===== config.mk =====
export PLATFORM = sky130hd
export DESIGN_NAME = block_allocation_map_core
export DESIGN_NICKNAME = d
export VERILOG_FILES = /design/src/hdl/bam_pkg.sv /design/src/hdl/bam_zero_find.sv /design/src/hdl/block_allocation_map_core.sv
export VERILOG_INCLUDE_DIRS = /design/src /design/src/hdl
export SDC_FILE = /design/constraint.sdc
export NUM_CORES = 2
export LEC_CHECK = 0
export BUFFER_PORTS_ARGS = -buffer_cell sky130_fd_sc_hd__buf_2
export CAP_MARGIN = 15
export CORE_UTILIZATION = 25
export DETAILED_ROUTE_END_ITERATION = 6
export PLACE_DENSITY_LB_ADDON = 0.2
export SLEW_MARGIN = 20
export SYNTH_ARGS = -nofsm -noshare
export SYNTH_HDL_FRONTEND = slang
export SYNTH_HIERARCHICAL = 1
export SYNTH_SLANG_ARGS = --single-unit

===== constraint.sdc =====
create_clock -name clk -period 4.5 [get_ports clk]
set_input_delay 0.675 -clock clk [delete_from_list [all_inputs] [get_ports clk]]
set_output_delay 0.675 -clock clk [all_outputs]
set_load 0.02 [all_outputs]

===== src/hdl/block_allocation_map_core_macros.svh =====
// ----------------------------------------------------------------------------
// Block allocation map: assertion macros
// Shared concurrent assertion forms, clocked on clk and disabled in reset.
// ----------------------------------------------------------------------------
`ifndef BLOCK_ALLOCATION_MAP_CORE_MACROS_SVH
`define BLOCK_ALLOCATION_MAP_CORE_MACROS_SVH

// Consequent must hold in the same cycle as the antecedent
`define BAM_ASSERT_SAME(label, ante, cons, msg) \
	label: assert property (@(posedge clk) disable iff (!arst_n) (ante) |-> (cons)) \
		else $error(msg);

// Consequent must hold in the cycle after the antecedent
`define BAM_ASSERT_NEXT(label, ante, cons, msg) \
	label: assert property (@(posedge clk) disable iff (!arst_n) (ante) |=> (cons)) \
		else $error(msg);

`endif


===== src/hdl/bam_pkg.sv =====
`timescale 1ns / 1ps
// ----------------------------------------------------------------------------
// Block allocation map package
// Opcodes, map word geometry, default sizes and the zero-search result type.
// ----------------------------------------------------------------------------
package bam_pkg;

	// Map word geometry: one bit per block, 64 blocks per word
	localparam int WORD_BITS = 64;
	localparam int WBIT_W    = 6;

	// Default sizes
	localparam int DEF_NUM_BLOCKS     = 1024;
	localparam int DEF_RESERVED_START = 127;
	localparam int DEF_RESERVED_COUNT = 1;

	// Field widths on the stream ports
	localparam int OPCODE_W  = 2;
	localparam int BLK_ID_W  = 11;
	localparam int GRANT_W   = 10;
	localparam int COUNT_W   = 11;

	typedef enum logic [OPCODE_W-1:0] {
		OP_ALLOC   = 2'd0,
		OP_REQUEST = 2'd1,
		OP_RELEASE = 2'd2
	} bam_op_t;

	// Lowest clear bit of one map word
	typedef struct packed {
		logic              found;
		logic [WBIT_W-1:0] idx;
	} bam_zfind_t;

endpackage


===== src/hdl/bam_zero_find.sv =====
`timescale 1ns / 1ps
// ----------------------------------------------------------------------------
// Block allocation map: zero finder
// Priority search for the lowest clear bit of one 64-bit map word.
// ----------------------------------------------------------------------------
module bam_zero_find
	import bam_pkg::*;
(
	input  logic [WORD_BITS-1:0] word,
	output bam_zfind_t           result
);

	// Scan from the top so the lowest clear bit wins
	always_comb begin
		result.found = ~&word;
		result.idx   = '0;
		for (int i = WORD_BITS - 1; i >= 0; i--) begin
			if (!word[i]) begin
				result.idx = WBIT_W'(i);
			end
		end
	end

endmodule


===== src/hdl/block_allocation_map_core.sv =====
`timescale 1ns / 1ps
// ----------------------------------------------------------------------------
// Block allocation map core
// Free-block bitmap allocator: allocate lowest free, request named, release.
// ----------------------------------------------------------------------------
// One used bit per block lives in a single-port-write, registered-read RAM of
// ceil(NUM_BLOCKS/64) words of 64 bits. After reset the core writes the
// reserved-block pattern into each map word in turn and holds s_tready low
// until that pass is over. One item is in work at a time. Request and release
// read their word, modify it and write it back. Allocate streams the map words
// out of the RAM one per cycle and stops at the first word with a clear bit,
// or after the last word when the map is full. Every result carries the
// used and free counts after the operation; it sits in an output register so
// the next item is taken while the result waits for m_tready.
// ----------------------------------------------------------------------------
`include "block_allocation_map_core_macros.svh"

module block_allocation_map_core
	import bam_pkg::*;
#(
	parameter int NUM_BLOCKS     = DEF_NUM_BLOCKS,
	parameter int RESERVED_START = DEF_RESERVED_START,
	parameter int RESERVED_COUNT = DEF_RESERVED_COUNT
) (
	input  logic        clk,
	input  logic        arst_n,
	input  logic        s_tvalid,
	output logic        s_tready,
	input  logic [15:0] s_tdata,  // opcode[1:0], blk_num[12:2], zero pad
	output logic        m_tvalid,
	input  logic        m_tready,
	output logic [39:0] m_tdata   // ok[0], granted_block[10:1], used_count[21:11],
	                              // free_count[32:22], zero pad
);

	localparam int MAP_WORDS = (NUM_BLOCKS + WORD_BITS - 1) / WORD_BITS;
	localparam int WORD_W    = (MAP_WORDS > 1) ? $clog2(MAP_WORDS) : 1;
	localparam int CNT_W     = $clog2(NUM_BLOCKS + 1);
	localparam int RES_END   = (RESERVED_START + RESERVED_COUNT < NUM_BLOCKS) ?
	                           (RESERVED_START + RESERVED_COUNT) : NUM_BLOCKS;
	localparam int RES_N     = (RES_END > RESERVED_START) ? (RES_END - RESERVED_START) : 0;
	localparam logic [WORD_W-1:0] LAST_WORD = WORD_W'(MAP_WORDS - 1);

	typedef enum logic [2:0] {
		ST_INIT,
		ST_IDLE,
		ST_LOOKUP,
		ST_SCAN,
		ST_RESP
	} state_t;

	state_t               state_q;
	logic [WORD_W-1:0]    init_ptr_q;
	bam_op_t              op_q;
	logic [WORD_W-1:0]    wsel_q;
	logic [WBIT_W-1:0]    bsel_q;
	logic [WORD_W-1:0]    ptr_q;
	logic                 iss_q;
	logic                 vld_q;
	logic [WORD_W-1:0]    rword_q;
	logic [CNT_W-1:0]     cnt_q;
	logic                 ok_q;
	logic [GRANT_W-1:0]   grant_q;
	logic                 out_vld_q;
	logic [39:0]          out_data_q;

	logic [WORD_BITS-1:0] map_mem [MAP_WORDS];
	logic [WORD_BITS-1:0] rdata_q;

	logic                 accept;
	bam_op_t              in_op;
	logic [BLK_ID_W-1:0]  in_id;
	logic [31:0]          id_ext;
	logic                 id_ok;
	logic [WORD_W-1:0]    in_word;
	logic [WBIT_W-1:0]    in_bit;

	logic                 rd_en;
	logic [WORD_W-1:0]    rd_addr;
	logic                 wr_en;
	logic [WORD_W-1:0]    wr_addr;
	logic [WORD_BITS-1:0] wr_data;

	logic                 hit;
	logic [WORD_BITS-1:0] bmask;
	bam_zfind_t           zf;
	logic [31:0]          cand;
	logic                 cand_ok;
	logic [31:0]          used32;
	logic [31:0]          free32;
	logic                 resp_load;

	// Reserved-block pattern for one map word
	function automatic logic [WORD_BITS-1:0] rsv_mask(input logic [WORD_W-1:0] w);
		logic [WORD_BITS-1:0] m;
		int unsigned          blk;
		m = '0;
		for (int b = 0; b < WORD_BITS; b++) begin
			blk = 32'(w) * 32'(WORD_BITS) + 32'(b);
			m[b] = (blk >= 32'(RESERVED_START)) &&
			       (blk < 32'(RESERVED_START + RESERVED_COUNT)) &&
			       (blk < 32'(NUM_BLOCKS));
		end
		return m;
	endfunction

	// Decode the incoming transfer
	assign accept  = s_tvalid && s_tready;
	assign s_tready = (state_q == ST_IDLE);
	assign in_op   = bam_op_t'(s_tdata[OPCODE_W-1:0]);
	assign in_id   = s_tdata[OPCODE_W +: BLK_ID_W];
	assign id_ext  = 32'(in_id);
	assign id_ok   = id_ext < 32'(NUM_BLOCKS);
	assign in_word = id_ext[WBIT_W +: WORD_W];
	assign in_bit  = in_id[WBIT_W-1:0];

	// Named-bit test on the word read back
	assign hit   = rdata_q[bsel_q];
	assign bmask = WORD_BITS'(1) << bsel_q;

	// Lowest free block of the word under test
	bam_zero_find u_zero_find (
		.word   (rdata_q),
		.result (zf)
	);

	assign cand    = 32'({rword_q, zf.idx});
	assign cand_ok = cand < 32'(NUM_BLOCKS);

	// Counts reported with each result
	assign used32 = 32'(cnt_q);
	assign free32 = 32'(NUM_BLOCKS) - used32;

	// Load the output register once it is free
	assign resp_load = (state_q == ST_RESP) && (!out_vld_q || m_tready);

	// Steer the map RAM ports
	always_comb begin
		rd_en   = 1'b0;
		rd_addr = ptr_q;
		wr_en   = 1'b0;
		wr_addr = wsel_q;
		wr_data = rdata_q;
		unique case (state_q)
			ST_INIT: begin
				wr_en   = 1'b1;
				wr_addr = init_ptr_q;
				wr_data = rsv_mask(init_ptr_q);
			end
			ST_IDLE: begin
				if (accept && id_ok &&
				    (in_op == OP_REQUEST || in_op == OP_RELEASE)) begin
					rd_en   = 1'b1;
					rd_addr = in_word;
				end
			end
			ST_LOOKUP: begin
				if (op_q == OP_REQUEST && !hit) begin
					wr_en   = 1'b1;
					wr_data = rdata_q | bmask;
				end else if (op_q == OP_RELEASE && hit) begin
					wr_en   = 1'b1;
					wr_data = rdata_q & ~bmask;
				end
			end
			ST_SCAN: begin
				rd_en   = iss_q;
				rd_addr = ptr_q;
				if (vld_q && zf.found && cand_ok) begin
					wr_en   = 1'b1;
					wr_addr = rword_q;
					wr_data = rdata_q | (WORD_BITS'(1) << zf.idx);
				end
			end
			ST_RESP: begin
			end
			default: begin
			end
		endcase
	end

	// Map RAM: one write port, one registered read port
	always_ff @(posedge clk) begin
		if (wr_en) begin
			map_mem[wr_addr] <= wr_data;
		end
		if (rd_en) begin
			rdata_q <= map_mem[rd_addr];
		end
	end

	// Sequencer, counts and output register
	always_ff @(posedge clk or negedge arst_n) begin
		if (!arst_n) begin
			state_q    <= ST_INIT;
			init_ptr_q <= '0;
			op_q       <= OP_ALLOC;
			wsel_q     <= '0;
			bsel_q     <= '0;
			ptr_q      <= '0;
			iss_q      <= 1'b0;
			vld_q      <= 1'b0;
			rword_q    <= '0;
			cnt_q      <= CNT_W'(RES_N);
			ok_q       <= 1'b0;
			grant_q    <= '0;
			out_vld_q  <= 1'b0;
			out_data_q <= '0;
		end else begin
			// hold the result until it has been taken
			if (resp_load) begin
				out_vld_q <= 1'b1;
			end else if (m_tready) begin
				out_vld_q <= 1'b0;
			end
			unique case (state_q)
				ST_INIT: begin
					if (init_ptr_q == LAST_WORD) begin
						state_q <= ST_IDLE;
					end else begin
						init_ptr_q <= init_ptr_q + 1'b1;
					end
				end
				ST_IDLE: begin
					if (accept) begin
						op_q    <= in_op;
						wsel_q  <= in_word;
						bsel_q  <= in_bit;
						ok_q    <= 1'b0;
						grant_q <= '0;
						unique case (in_op) inside
							OP_ALLOC: begin
								ptr_q   <= '0;
								iss_q   <= 1'b1;
								vld_q   <= 1'b0;
								state_q <= ST_SCAN;
							end
							OP_REQUEST, OP_RELEASE: begin
								state_q <= id_ok ? ST_LOOKUP : ST_RESP;
							end
							default: begin
								state_q <= ST_RESP;
							end
						endcase
					end
				end
				ST_LOOKUP: begin
					case (op_q)
						OP_REQUEST: begin
							if (!hit) begin
								ok_q  <= 1'b1;
								cnt_q <= cnt_q + 1'b1;
							end
						end
						OP_RELEASE: begin
							ok_q <= 1'b1;
							if (hit) begin
								cnt_q <= cnt_q - 1'b1;
							end
						end
						default: begin
						end
					endcase
					state_q <= ST_RESP;
				end
				ST_SCAN: begin
					// advance the read pointer, stop issuing after the last word
					if (iss_q) begin
						if (ptr_q == LAST_WORD) begin
							iss_q <= 1'b0;
						end else begin
							ptr_q <= ptr_q + 1'b1;
						end
					end
					vld_q   <= iss_q;
					rword_q <= ptr_q;
					if (vld_q) begin
						if (zf.found) begin
							if (cand_ok) begin
								ok_q    <= 1'b1;
								grant_q <= cand[GRANT_W-1:0];
								cnt_q   <= cnt_q + 1'b1;
							end
							state_q <= ST_RESP;
						end else if (rword_q == LAST_WORD) begin
							state_q <= ST_RESP;
						end
					end
				end
				ST_RESP: begin
					// hold until the output register is free
					if (resp_load) begin
						out_data_q <= {7'd0, free32[COUNT_W-1:0], used32[COUNT_W-1:0],
						               grant_q, ok_q};
						state_q    <= ST_IDLE;
					end
				end
				default: begin
					state_q <= ST_IDLE;
				end
			endcase
		end
	end

	assign m_tvalid = out_vld_q;
	assign m_tdata  = out_data_q;

	// Checks
	`BAM_ASSERT_NEXT(a_one_in_flight, accept, !s_tready, "second transfer taken while busy")
	`BAM_ASSERT_SAME(a_grant_needs_ok, m_tvalid && !m_tdata[0], m_tdata[10:1] == '0, "grant without success")
	`BAM_ASSERT_NEXT(a_count_step, 1'b1, (cnt_q == $past(cnt_q)) || (cnt_q == $past(cnt_q) + CNT_W'(1)) || (cnt_q == $past(cnt_q) - CNT_W'(1)), "used count jumped")

endmodule


==> metrics.md <==
| Metric | Value |
|---|---|
| Outcome | `complete, no violations` |
| Slowest-stage cell, CP | `dfrtp_2` |
| Largest fanout on the critical path | `31` |
| Top Ports | `62` |
| Yosys warns | `6` |
| Top-count cell post-synth | `edfxtp_1` |
| Vias in the first global route | `29100` |
| Pre-CTS WS | `0.194 ns` |
| CP max stage delay | `0.92 ns` |
| Largest delay contributor family on the critical path | `simple AND/OR/NAND/NOR gates` |
| CTS clk-pin slew, worst paths | `0.07 ns` |
| Top-area cell type share of the netlist area | `66.5%` |
| Drc violations | `0` |
| Power density cells | `643 nW/um^2` |
| R2R cell count | `8` |
| Share of cells above drive strength 1 | `25.2%` |
| Die ar. | `198000 sq um` |
| Synth top area cells | `edfxtp_1, mux4_2, dfrtp_1` |
| Post-Route WL | `148 mm` |
| DRT Pass-1 Iters | `6` |
| Worst Hold Class | `in2reg` |
| Final setup viols | `0` |
| Largest net degree at the start of global routing | `72` |
| Most frequent CP cell | `and3_4` |
| Slew margin rel. | `33.2%` |
| Critical Path RT | `4.97 ns` |
| CTS H-Tree Depth | `4` |
| Synth area leader | `edfxtp_1` |
| Seq/Total Area, Yosys | `70.8%` |
| Hold path depth | `3` |
| Number of routed nets with antenna violations | `0` |
| Final cell utilization of the core | `30.2%` |
| Core Area | `195000 sq um` |
| CP arrival | `4.70 ns` |
| Netlist cell types | `81` |
| Die height | `445 um` |
| Clk buf depth | `3` |
| Startpoint Class | `register` |
| Hpwl dp | `90.9 mm` |
| Fmax | `236 MHz` |
| FFs w/ async S/R, synth | `7.17%` |
| Final Hold Viols | `0` |
| DR vias | `28200` |
| Final slew viol count | `0` |
| Clock Latency Late Sink | `0.80 ns` |
| Mean Syn Cell Area | `17.0 sq um` |
| DR WL/cell | `25.1 um` |
| # nets final | `3195` |
| # diodes | `0` |
| Worst-Margin Slew | `1.00 ns` |
| Min cycle time layout | `4.23 ns` |
| Die width | `445 um` |
| RSZ-0062 raised after global routing | `false` |
| Main synth FF type | `edfxtp_1` |
| Clock Tree Root | `clkbuf_16` |
| TritonCTS clock tree | `done` |
| Critical path, cell by cell | `mux2i_1 > mux4_2 > and3_4 > a2111oi_4 > nand3_1 > o221ai_2 > and3_4 > buf_4` |
| Max-cap check violation count | `0` |
| Synth Register Bits | `1172` |
| RD Place Congestion | `0.947` |
| Total negative slack | `0 ns` |
| Global-route wire length before repair | `215 mm` |
| Leak | `19.6 nW` |
| DRT iter0 DRCs | `2334` |
| Vias per std cell | `4.78` |
| Synthesized instance count | `2896` |
| CTS Sinks | `1172` |
| Cell depth of the worst setup path | `8` |
| Setup WS post-layout | `0.269 ns` |
| Setup crit end kind | `register` |
| Rows | `162` |
| Total CTS buffers | `136` |
| Antenna violations before repair | `0` |
| VDD IR max | `0.358 mV` |
| Starting density of the core | `25.2%` |
| Crit share post-route | `94.0%` |
| GRT Util Overall | `14.9%` |
| Remaining global-route overflow | `0` |
| Bufs and invs on worst path | `1` |
| Syn-to-layout area delta | `20.1%` |
| Fill cells | `19200` |
| Synth Cell Area | `49100 sq um` |
| Buffers added on ports | `51` |
| Skew final | `0.0520 ns` |
| Crit Path Category | `reg2reg` |
| Top cells by count, synth | `edfxtp_1, nand2_1, mux4_2, clkbuf_1, nor2_1` |
| Post-synth EDFFs | `1088` |
-- final timing paths --
kind / from / to / slack (ns)
max in group asynchronous: arst_n / bsel_q[1] / 2.97
min: s_tdata[0] / op_q[0] / 0.13
min reg2reg: m_tdata[27] / m_tdata[27] / 0.47
min in group asynchronous: arst_n / ptr_q[3] / 0.45
max: bsel_q[1] / map_mem[15][33] / 0.27
max reg2reg: bsel_q[1] / map_mem[15][33] / 0.27
-- per-stage QoR --
step | cell area (sq um) | hold slack, ns | cells | total power [mW]
2_1_floorplan | 49200 | 0.379 | 2902 | 22.6
3_5_place_dp | 54600 | 0.464 | 5650 | 27.6
5_1_grt | 59000 | 0.103 | 5898 | 39.7
6_report | 59000 | 0.130 | 5898 | 37.9
3_3_place_gp | 54600 | 0.460 | 5649 | 27.6
4_1_cts | 59000 | 0.0433 | 5897 | 38.5
-- cells by family after synthesis --
family          share of synthesized area [%]
xor+xnor                                0.232
buf+inv                                  1.89
compound gates                           7.10
flops                                    70.8
other cells                           0.00763
simple gates                             6.41
mux                                      13.4
fa+ha+maj                               0.229
-- power breakdown --
| group | switching, mW | total (mW) | leakage (nW) | internal (mW) |
|---|---|---|---|---|
| combinational | 7.06 | 11.4 | 6.45 | 4.31 |
| sequential | 0.769 | 15.8 | 11.0 | 15.1 |
| clock | 4.64 | 10.8 | 2.10 | 6.11 |
-- placed cells by master, fill, tap and decap left out, types with 9 or more instances in the layout --
cell and instances:
edfxtp_1 1088, nand2_1 295, mux4_2 264, buf_4 187, clkbuf_16 136, nor2_1 98
dfrtp_1 82, o21ai_0 80, and2_1 75, a31oi_1 72, a211oi_1 68, a21oi_1 66
buf_12 58, buf_2 50, nand3_1 48, o211ai_1 47, o31ai_1 40, clkbuf_1 34
mux2_2 29, clkinv_1 28, nor3_1 28, a21o_1 28, o21ai_1 27, mux2i_1 25
inv_1 23, nand4_1 20, nand2b_1 19, nor2b_1 18, and3_4 17, clkinv_2 17
and3_1 11, a22oi_1 10, o22ai_1 10, o21a_1 10, clkinv_16 10, a22o_1 9
ha_1 9
-- sequential cells by signal, summed over array words and instances (netlist names), 4 cells and up --
signal,count
rword_q,4
wsel_q,4
cnt_q,11
map_mem,1024
grant_q,10
rdata_q,64
init_ptr_q,4
m_tdata,32
bsel_q,6
ptr_q,4
-- worst register-to-register path, stage by stage (launching register included) --
cell and delay, ns:
dfrtp_2 0.92, mux2i_1 0.24, mux4_2 0.48, and3_4 0.21, a2111oi_4 0.37, nand3_1 0.22, o221ai_2 0.51, and3_4 0.62
buf_4 0.34
-- per-layer routing --
layer  global-route usage (%)  vias up  part of all wire [%]
met4                     4.17        0                   2.4
li1                         -    12200                     -
met2                     24.2      730                    48
met5                        0        -                     0
met1                     20.6    15100                    46
met3                     2.37      201                   4.3
-- timing repair --
action | 4_1_cts | 5_1_grt
endpoints found under the hold margin | 45 | 0
buffers inserted | 0 | 0
hold buffers | 1 | 0
setup endpoints to repair | 0 | 26
resized for setup | 0 | 1
-- final cells by class --
type	instances	area [sq um]	share of cell area [%]
clock inverters	74	843	1.43
repair buffers	296	2830	4.79
inverters	25	93.8	0.159
multi-input cells	1535	13600	23.1
flip-flops and latches	1172	34800	58.9
clock buffers	172	3560	6.03
well taps	2624	3280	5.56
No activity file was read; power rests on OpenSTA's default activity.
